===== src/hdl/shlc_pkg.sv =====
// Package for the string hash block: hash constants, unit-type codes and the
// command/status structs between controller and datapath.
// No dependencies.
`timescale 1ns / 1ps
`default_nettype none

package shlc_pkg;

  localparam int unsigned DATA_W = 32;
  localparam int unsigned ADDR_W = 3;

  localparam logic [31:0] FNV_BASIS = 32'd2166136261;
  localparam logic [31:0] FNV_PRIME = 32'd16777619;
  localparam logic [31:0] MIX_C1    = 32'h85EB_CA6B;
  localparam logic [31:0] MIX_C2    = 32'hC2B2_AE35;

  localparam logic [7:0]  CONT_MASK = 8'hC0;
  localparam logic [7:0]  CONT_CODE = 8'h80;
  localparam logic [15:0] HI_SUR_LO = 16'hD800;
  localparam logic [15:0] HI_SUR_HI = 16'hDBFF;
  localparam logic [15:0] LO_SUR_LO = 16'hDC00;
  localparam logic [15:0] LO_SUR_HI = 16'hDFFF;

  typedef enum logic [1:0] {
    UNIT_UTF8  = 2'd0,
    UNIT_UTF16 = 2'd1,
    UNIT_UTF32 = 2'd2,
    UNIT_RSVD  = 2'd3
  } unit_type_t;

  // Register index of the unit type register.
  localparam logic REG_UNIT_TYPE = 1'b0;

  typedef struct packed {
    logic step;  // fold a non-zero unit into the running state
    logic term;  // terminator: first finalizer round, clear string state
    logic mix;   // second finalizer round
    logic emit;  // load the output registers
  } cmd_t;

  typedef struct packed {
    logic unit_zero;
  } sts_t;

endpackage

`default_nettype wire


===== src/hdl/shlc_datapath.sv =====
// Datapath of the string hash block: running hash, byte and character counts,
// surrogate tracking, the two finalizer rounds and the output registers.
// Depends on shlc_pkg.
`timescale 1ns / 1ps
`default_nettype none

module shlc_datapath (
  input  wire logic                 clk,
  input  wire logic                 rst_n,
  input  wire shlc_pkg::unit_type_t mode,
  input  wire logic [31:0]          code_unit,
  input  wire shlc_pkg::cmd_t       cmd,
  output shlc_pkg::sts_t            sts,
  output logic [31:0]               hash_value,
  output logic [31:0]               byte_length,
  output logic [31:0]               char_length
);

  logic [31:0] hash_r, hash_nxt;
  logic [31:0] byte_r, byte_nxt;
  logic [31:0] char_r, char_nxt;
  logic        hs_r, hs_nxt;
  logic [31:0] fin_r, fin_nxt;
  logic [31:0] blen_r, blen_nxt;
  logic [31:0] clen_r, clen_nxt;
  logic [31:0] out_hash_r, out_hash_nxt;
  logic [31:0] out_blen_r, out_blen_nxt;
  logic [31:0] out_clen_r, out_clen_nxt;

  logic [31:0] unit;
  logic [31:0] unit_bytes;
  logic        is_hi, is_lo, pair, is_char;
  logic [31:0] fold1, fold2;

  always_comb begin
    case (mode)
      shlc_pkg::UNIT_UTF8: begin
        unit       = {24'd0, code_unit[7:0]};
        unit_bytes = 32'd1;
      end
      shlc_pkg::UNIT_UTF16: begin
        unit       = {16'd0, code_unit[15:0]};
        unit_bytes = 32'd2;
      end
      default: begin
        unit       = code_unit;
        unit_bytes = 32'd4;
      end
    endcase
  end

  assign sts.unit_zero = (unit == 32'd0);

  // Surrogate ranges only matter in UTF-16 mode, where unit fits in 16 bits.
  assign is_hi = (mode == shlc_pkg::UNIT_UTF16) &&
                 (unit[15:0] >= shlc_pkg::HI_SUR_LO) && (unit[15:0] <= shlc_pkg::HI_SUR_HI);
  assign is_lo = (mode == shlc_pkg::UNIT_UTF16) &&
                 (unit[15:0] >= shlc_pkg::LO_SUR_LO) && (unit[15:0] <= shlc_pkg::LO_SUR_HI);
  assign pair  = hs_r && is_lo;
  assign is_char = (mode != shlc_pkg::UNIT_UTF8) ||
                   ((unit[7:0] & shlc_pkg::CONT_MASK) != shlc_pkg::CONT_CODE);

  assign fold1 = hash_r ^ {16'd0, hash_r[31:16]};
  assign fold2 = fin_r ^ {13'd0, fin_r[31:13]};

  always_comb begin
    hash_nxt     = hash_r;
    byte_nxt     = byte_r;
    char_nxt     = char_r;
    hs_nxt       = hs_r;
    fin_nxt      = fin_r;
    blen_nxt     = blen_r;
    clen_nxt     = clen_r;
    out_hash_nxt = out_hash_r;
    out_blen_nxt = out_blen_r;
    out_clen_nxt = out_clen_r;
    if (cmd.step) begin
      hs_nxt = is_hi && !pair;
      if (pair) begin
        byte_nxt = byte_r + 32'd2;
      end else begin
        hash_nxt = hash_r * shlc_pkg::FNV_PRIME + unit;
        byte_nxt = byte_r + unit_bytes;
        char_nxt = char_r + {31'd0, is_char};
      end
    end
    if (cmd.term) begin
      fin_nxt  = fold1 * shlc_pkg::MIX_C1;
      blen_nxt = byte_r + unit_bytes;
      clen_nxt = char_r;
      hash_nxt = shlc_pkg::FNV_BASIS;
      byte_nxt = 32'd0;
      char_nxt = 32'd0;
      hs_nxt   = 1'b0;
    end
    if (cmd.mix) begin
      fin_nxt = fold2 * shlc_pkg::MIX_C2;
    end
    if (cmd.emit) begin
      out_hash_nxt = fin_r ^ {16'd0, fin_r[31:16]};
      out_blen_nxt = blen_r;
      out_clen_nxt = clen_r;
    end
  end

  always_ff @(posedge clk) begin
    if (!rst_n) begin
      hash_r <= shlc_pkg::FNV_BASIS;
      byte_r <= 32'd0;
      char_r <= 32'd0;
      hs_r   <= 1'b0;
    end else begin
      hash_r <= hash_nxt;
      byte_r <= byte_nxt;
      char_r <= char_nxt;
      hs_r   <= hs_nxt;
    end
  end

  always_ff @(posedge clk) begin
    fin_r      <= fin_nxt;
    blen_r     <= blen_nxt;
    clen_r     <= clen_nxt;
    out_hash_r <= out_hash_nxt;
    out_blen_r <= out_blen_nxt;
    out_clen_r <= out_clen_nxt;
  end

  assign hash_value  = out_hash_r;
  assign byte_length = out_blen_r;
  assign char_length = out_clen_r;

  // The string state is back at its reset values after a terminator.
  a_term_clears: assert property (@(posedge clk) disable iff (!rst_n)
    cmd.term |=> (hash_r == shlc_pkg::FNV_BASIS) && (byte_r == 32'd0) &&
                 (char_r == 32'd0) && !hs_r)
    else $error("string state not cleared after terminator");

  // A surrogate mark can only be left behind by a UTF-16 unit.
  a_mark_utf16: assert property (@(posedge clk) disable iff (!rst_n)
    $rose(hs_r) |-> $past(cmd.step && (mode == shlc_pkg::UNIT_UTF16)))
    else $error("surrogate mark set outside UTF-16 step");

endmodule

`default_nettype wire


===== src/hdl/shlc_ctrl.sv =====
// Controller of the string hash block: sequences the finalizer rounds after a
// terminator and owns the input ready and output valid handshakes.
// Depends on shlc_pkg.
`timescale 1ns / 1ps
`default_nettype none

module shlc_ctrl (
  input  wire logic           clk,
  input  wire logic           rst_n,
  input  wire logic           in_valid,
  output logic                in_ready,
  output logic                out_valid,
  input  wire logic           out_ready,
  input  wire shlc_pkg::sts_t sts,
  output shlc_pkg::cmd_t      cmd
);

  typedef enum logic [1:0] {
    S_IDLE,
    S_MIX,
    S_EMIT
  } state_t;

  state_t state_r, state_nxt;
  logic   out_valid_r, out_valid_nxt;
  logic   in_take;
  logic   out_free;

  assign in_ready = (state_r == S_IDLE);
  assign in_take  = in_valid && in_ready;
  assign out_free = !out_valid_r || out_ready;

  assign cmd.step = in_take && !sts.unit_zero;
  assign cmd.term = in_take && sts.unit_zero;
  assign cmd.mix  = (state_r == S_MIX);
  assign cmd.emit = (state_r == S_EMIT) && out_free;

  always_comb begin
    state_nxt     = state_r;
    out_valid_nxt = out_valid_r;
    if (out_valid_r && out_ready) begin
      out_valid_nxt = 1'b0;
    end
    unique case (state_r)
      S_IDLE: begin
        if (cmd.term) begin
          state_nxt = S_MIX;
        end
      end
      S_MIX: begin
        state_nxt = S_EMIT;
      end
      S_EMIT: begin
        // Hold the finished hash until the output register is free.
        if (out_free) begin
          out_valid_nxt = 1'b1;
          state_nxt     = S_IDLE;
        end
      end
      default: begin
        state_nxt = S_IDLE;
      end
    endcase
  end

  always_ff @(posedge clk) begin
    if (!rst_n) begin
      state_r     <= S_IDLE;
      out_valid_r <= 1'b0;
    end else begin
      state_r     <= state_nxt;
      out_valid_r <= out_valid_nxt;
    end
  end

  assign out_valid = out_valid_r;

  a_term_to_mix: assert property (@(posedge clk) disable iff (!rst_n)
    cmd.term |=> (state_r == S_MIX))
    else $error("terminator did not start the finalizer");

  a_emit_valid: assert property (@(posedge clk) disable iff (!rst_n)
    cmd.emit |=> out_valid_r)
    else $error("emitted item not presented");

  a_valid_source: assert property (@(posedge clk) disable iff (!rst_n)
    $rose(out_valid_r) |-> $past(state_r == S_EMIT))
    else $error("output valid raised outside emit");

  a_no_take_busy: assert property (@(posedge clk) disable iff (!rst_n)
    (state_r != S_IDLE) |-> !(cmd.step || cmd.term))
    else $error("item taken while finalizing");

endmodule

`default_nettype wire


===== src/hdl/string_hash_with_length_count.sv =====
// String hash with length count. Takes a nul-terminated string one code unit
// per item (UTF-8, UTF-16 or UTF-32, set by the unit type register at byte
// address 0) and folds each non-zero unit, but the low half of a surrogate
// pair, into a 32-bit FNV-1 style hash while counting bytes and characters.
// A non-zero unit is taken whenever the block is idle; the multiply by the FNV
// prime is combinational. A zero unit ends the string: its item does the first
// constant multiply of the MurmurHash3 finalizer, the mix state the second, and
// the emit state loads the result, waiting there while the previous result has
// not yet been taken. The input is not ready again until the result is loaded.
// Units after the terminator are taken while the result waits at the output.
// Depends on shlc_pkg, shlc_ctrl and shlc_datapath.
`timescale 1ns / 1ps
`default_nettype none

module string_hash_with_length_count (
  input  wire logic                          clk,
  input  wire logic                          rst_n,
  input  wire logic                          in_valid,
  output logic                               in_ready,
  input  wire logic [31:0]                   in_code_unit,
  output logic                               out_valid,
  input  wire logic                          out_ready,
  output logic [31:0]                        out_hash_value,
  output logic [31:0]                        out_byte_length,
  output logic [31:0]                        out_char_length,
  input  wire logic                          psel,
  input  wire logic                          penable,
  input  wire logic                          pwrite,
  input  wire logic [shlc_pkg::ADDR_W-1:0]   paddr,
  input  wire logic [shlc_pkg::DATA_W-1:0]   pwdata,
  output logic [shlc_pkg::DATA_W-1:0]       prdata,
  output logic                               pready
);

  shlc_pkg::unit_type_t unit_type_r, unit_type_nxt;
  shlc_pkg::cmd_t       cmd;
  shlc_pkg::sts_t       sts;
  logic                 reg_sel;
  logic                 reg_wr;

  // Register index is the word address; only the unit type register exists.
  assign reg_sel = (paddr[shlc_pkg::ADDR_W-1] == shlc_pkg::REG_UNIT_TYPE);
  assign reg_wr  = psel && penable && pwrite && pready && reg_sel;
  assign pready  = 1'b1;

  always_comb begin
    unit_type_nxt = unit_type_r;
    if (reg_wr) begin
      unit_type_nxt = shlc_pkg::unit_type_t'(pwdata[1:0]);
    end
  end

  always_ff @(posedge clk) begin
    if (!rst_n) begin
      unit_type_r <= shlc_pkg::UNIT_UTF8;
    end else begin
      unit_type_r <= unit_type_nxt;
    end
  end

  assign prdata = reg_sel ? {{(shlc_pkg::DATA_W-2){1'b0}}, unit_type_r}
                          : {shlc_pkg::DATA_W{1'b0}};

  shlc_ctrl u_ctrl (
    .clk       (clk),
    .rst_n     (rst_n),
    .in_valid  (in_valid),
    .in_ready  (in_ready),
    .out_valid (out_valid),
    .out_ready (out_ready),
    .sts       (sts),
    .cmd       (cmd)
  );

  shlc_datapath u_datapath (
    .clk         (clk),
    .rst_n       (rst_n),
    .mode        (unit_type_r),
    .code_unit   (in_code_unit),
    .cmd         (cmd),
    .sts         (sts),
    .hash_value  (out_hash_value),
    .byte_length (out_byte_length),
    .char_length (out_char_length)
  );

endmodule

`default_nettype wire


===== config.mk =====
export PLATFORM = sky130hd
export DESIGN_NAME = string_hash_with_length_count
export DESIGN_NICKNAME = d
export VERILOG_FILES = /design/src/hdl/shlc_pkg.sv /design/src/hdl/shlc_datapath.sv /design/src/hdl/shlc_ctrl.sv /design/src/hdl/string_hash_with_length_count.sv
export SDC_FILE = /design/constraint.sdc
export NUM_CORES = 2
export LEC_CHECK = 0
export BUFFER_PORTS_ARGS = -buffer_cell sky130_fd_sc_hd__buf_2
export CORE_ASPECT_RATIO = 0.75
export CORE_MARGIN = 2
export CORE_UTILIZATION = 40
export CTS_CLUSTER_SIZE = 30
export DETAILED_ROUTE_END_ITERATION = 12
export GPL_ROUTABILITY_DRIVEN = 0
export HOLD_SLACK_MARGIN = 0.1
export PLACE_DENSITY = 0.7
export SETUP_SLACK_MARGIN = 0.1
export SYNTH_ARGS = -nofsm -noshare
export SYNTH_HDL_FRONTEND = slang
export SYNTH_SLANG_ARGS = --single-unit
export TNS_END_PERCENT = 30

===== constraint.sdc =====
create_clock -name clk -period 6.6 [get_ports clk]
set_input_delay 0.99 -clock clk [delete_from_list [all_inputs] [get_ports clk]]
set_output_delay 0.99 -clock clk [all_outputs]
set_load 0.02 [all_outputs]

==> impl_metrics.yaml <==
synth:
  largest_family_of_logic_cells_by_synthesized_area: "adder cells"
  instance_count_of_the_mapped_netlist: 3643
  ys_types: 79
  post_synthesis_compound_gate_area_fraction_pct: 6.03
  post_synth_instance_area_sq_um: 36400
  async_flop_share_pct: 0
  yosysWarningCount: 0
  postSynthAreaPerCell_sq_um: 10.0
  simple_gate_share_of_the_synthesized_area_pct: 7.12
  yosys-top-cells-area: "fa_1 (27%), ha_1 (19%), edfxtp_1 (16%), inv_1 (11%), dfxtp_1 (5.6%)"
  synth_xor_area_share_pct: 6.66
  postSynthRegisterBits: 294
  netlist.top_cell.by_area: "fa_1"
  mux_cell_area_share_after_synthesis_pct: 0.137
  synth-adder-area-share_pct: 46.6
  dominantRegCellSynth: "edfxtp_1"
  synth_top_cell_area_share_pct: 27.1
  synth_edf_count: 192
  sequential_share_of_the_synthesized_area_pct: 21.4
  yosysMostFrequentCell: "inv_1"
  synthTopCellsByCount: "inv_1 (1,058), ha_1 (566), fa_1 (494)"
setup_path:
  timing.critical_path.required_ns: 6.90
  worst_r2r_path_depth: 25
  worst_r2r_startpoint: "u_datapath.fin_r[19]"
  worst_path_max_fanout: 4
  rr_endpoint: "u_datapath.fin_r[30]"
  register_to_register_setup_slack_ns: -0.37
  crit_path_top_delay_cell: "fa_1"
  timing_worst_setup_path_type: "reg2reg"
  endpoint_kind: "register"
  slowest_delay_ns: 0.56
  cp.arrival_ns: 7.27
  worst_path_most_repeated_cell: "fa_1"
  crit_path_start_kind: "register"
sta:
  drv_slew: 0
  setup_viol: 10
  maxClockFrequency_ghz: 0.144
  final_worst_setup_slack_ns: -0.366
  min_period_over_period_pct: 106
  worst_clock_skew_ns: 0.0201
  max_slew_margin_pct: 23.3
  holdWs_ns: 0.419
  grt_setup_unrepaired: "yes"
  max_slew.worst_pin.slew_ns: 1.15
  final_hold_viol_count: 0
  min_period_ns: 6.97
final_layout:
  num-nets-final: 5277
  final_util_pct: 48.0
  insertedDiodeCount: 0
  finished_layout_cell_area_sq_um: 43200
  drive_gt1_share_pct: 17.6
  layout-area-overhead-vs-synth_pct: 18.5
clocking:
  clockRootBuffer: "clkbuf_16"
  clock-sinks: 294
  clkLatencyLatePin_ns: 0.56
  cts_tree: "done"
  cts_made_buffers: 34
  clk_transition_reported_paths_ns: 0.06
  clk_path_buf_depth: 3
  cts.hold.buffers_added: 0
  cts-htree-levels: 2
drt:
  vias_per_cell: 4.78
  wl_per_cell_um: 17.7
  drcViolationCount: 0
  drt_wl_total_um: 95000
  count_of_nets_left_with_antenna_violations_after_detail_routing: 0
  drt-initial-drc-count: 1656
  detail_route.first_pass.iterations: 5
  route.vias.total: 25700
floorplanning:
  die_x_um: 353
  die_area_sq_um: 93500
  floorplan.initialDensity_pct: 40.5
  ioPinCount: 205
  chipHeight_um: 265
  core.rowCount: 95
  core_region_area_sq_um: 89900
placement:
  pre_cts_ws_ns: -0.475
  hpwl_after_detailed_placement_um: 80900
  numPortBuffers: 141
  placement.cell_area_sq_um: 41400
run_status:
  failing_checks: "setup timing"
  outcome: "finished, violations left"
grt:
  grt_first_pass_wirelength_um: 150000
  groute.usage.overall_pct: 20.6
  maximum_number_of_pins_on_one_net_before_global_route_repair: 60
  gr-total-overflow: 0
  first_global_vias: 26800
  antenna_found_initial: 0
run:
  drv_cap: 0
hold_path:
  number_of_instances_on_the_worst_hold_path: 0
  hold_path_start: "u_datapath.clen_r[14]"
  worst_hold_path.endpoint: "u_datapath.char_length[14]"
  type_of_the_worst_min_delay_path: "reg2reg"
state kept, by name, indices dropped and copies added, names as in the netlist:
signal and count:
u_datapath.hash_r 32, u_datapath.byte_r 32, u_datapath.byte_length 32, u_ctrl.out_valid 1, u_datapath.hash_value 32, u_datapath.hs_r 1
u_datapath.fin_r 32, u_datapath.blen_r 32, u_datapath.clen_r 32, u_datapath.char_length 32, u_datapath.char_r 32, u_ctrl.state_r 2
unit_type_r 2
metrics by stage:
step	TNS, ns	cells
2_1_floorplan	0	3672
3_3_place_gp	-2.31	5302
3_5_place_dp	-2.83	5302
4_1_cts	-1.84	5372
5_1_grt	-4.96	5381
6_report	-2.12	5381
critical path: cells and delay by family (launching register included):
family,cells,cell delay (ns)
adders and majority gates,9,3.87
xor gates and xnor gates,2,0.56
DFF,1,0.48
buffers and inverters,6,0.32
AOI/OAI and AO/OA,6,1.30
and+or+nand+nor,2,0.19
cell families (layout without fill, tap and decap cells):
| kind of cell | Yosys count | in the layout |
|---|---|---|
| muxes | 5 | 5 |
| xor gates and xnor gates | 277 | 277 |
| other | 2 | 31 |
| and+or+nand+nor | 529 | 529 |
| AOI/OAI and AO/OA | 343 | 343 |
| buffers and inverters | 1133 | 1630 |
| adders and majority gates | 1060 | 1060 |
| DFF | 294 | 294 |
placed cells by master, fill, tap and decap left out, types with 21 or more instances in the layout:
cell and n:
nand2b_1 21, clkbuf_16 35, nand4_1 21, buf_4 366
nor2b_1 28, nand3_1 43, buf_2 141, xor2_1 102
xnor2_1 140, ha_1 548, dfxtp_1 76, inv_1 1044
and2_1 31, conb_1 31, a21o_1 37, o21ai_0 64
nand2_1 156, nor2_1 126, fa_1 485, edfxtp_1 192
a21oi_1 109
worst max path at each step:
stage / start / end / slack [ns] / cells past startpoint
6_report: u_datapath.fin_r[19] / u_datapath.fin_r[30] / -0.37 / 25
5_1_grt: u_datapath.fin_r[19] / u_datapath.fin_r[30] / -0.57 / 25
4_1_cts: u_datapath.fin_r[7] / u_datapath.fin_r[30] / -0.32 / 26
3_5_place_dp: u_datapath.hash_r[7] / u_datapath.fin_r[29] / -0.48 / 23
3_3_place_gp: u_datapath.hash_r[7] / u_datapath.fin_r[29] / -0.41 / 23
2_1_floorplan: u_datapath.hash_r[28] / u_datapath.fin_r[29] / 0.02 / 26
layer usage:
layer  global-route usage [%]  share of wire (%)
met4                     4.72                2.4
met2                     32.6                 44
met5                        0                  0
met3                     3.46                7.3
met1                     29.6                 46
layout make-up:
class | count | area (sq um)
Fill cell | 8181 | 46700
Inverter | 1059 | 3980
Clock inverter | 18 | 228
Clock buffer | 44 | 940
Tap cell | 1212 | 1520
Multi-Input combinational cell | 2245 | 25100
Sequential cell | 294 | 7870
Timing Repair Buffer | 509 | 3480
repair_timing:
item / in CTS / in global routing
setup buffers: 8 / 9
pin swaps: 35 / 40
resized for setup: 48 / 41
setup endpoints to repair: 15 / 17
Power is left out: the tool's default activity adds up to more than one toggle a clock period on the data nets, which glitch-free logic cannot reach.
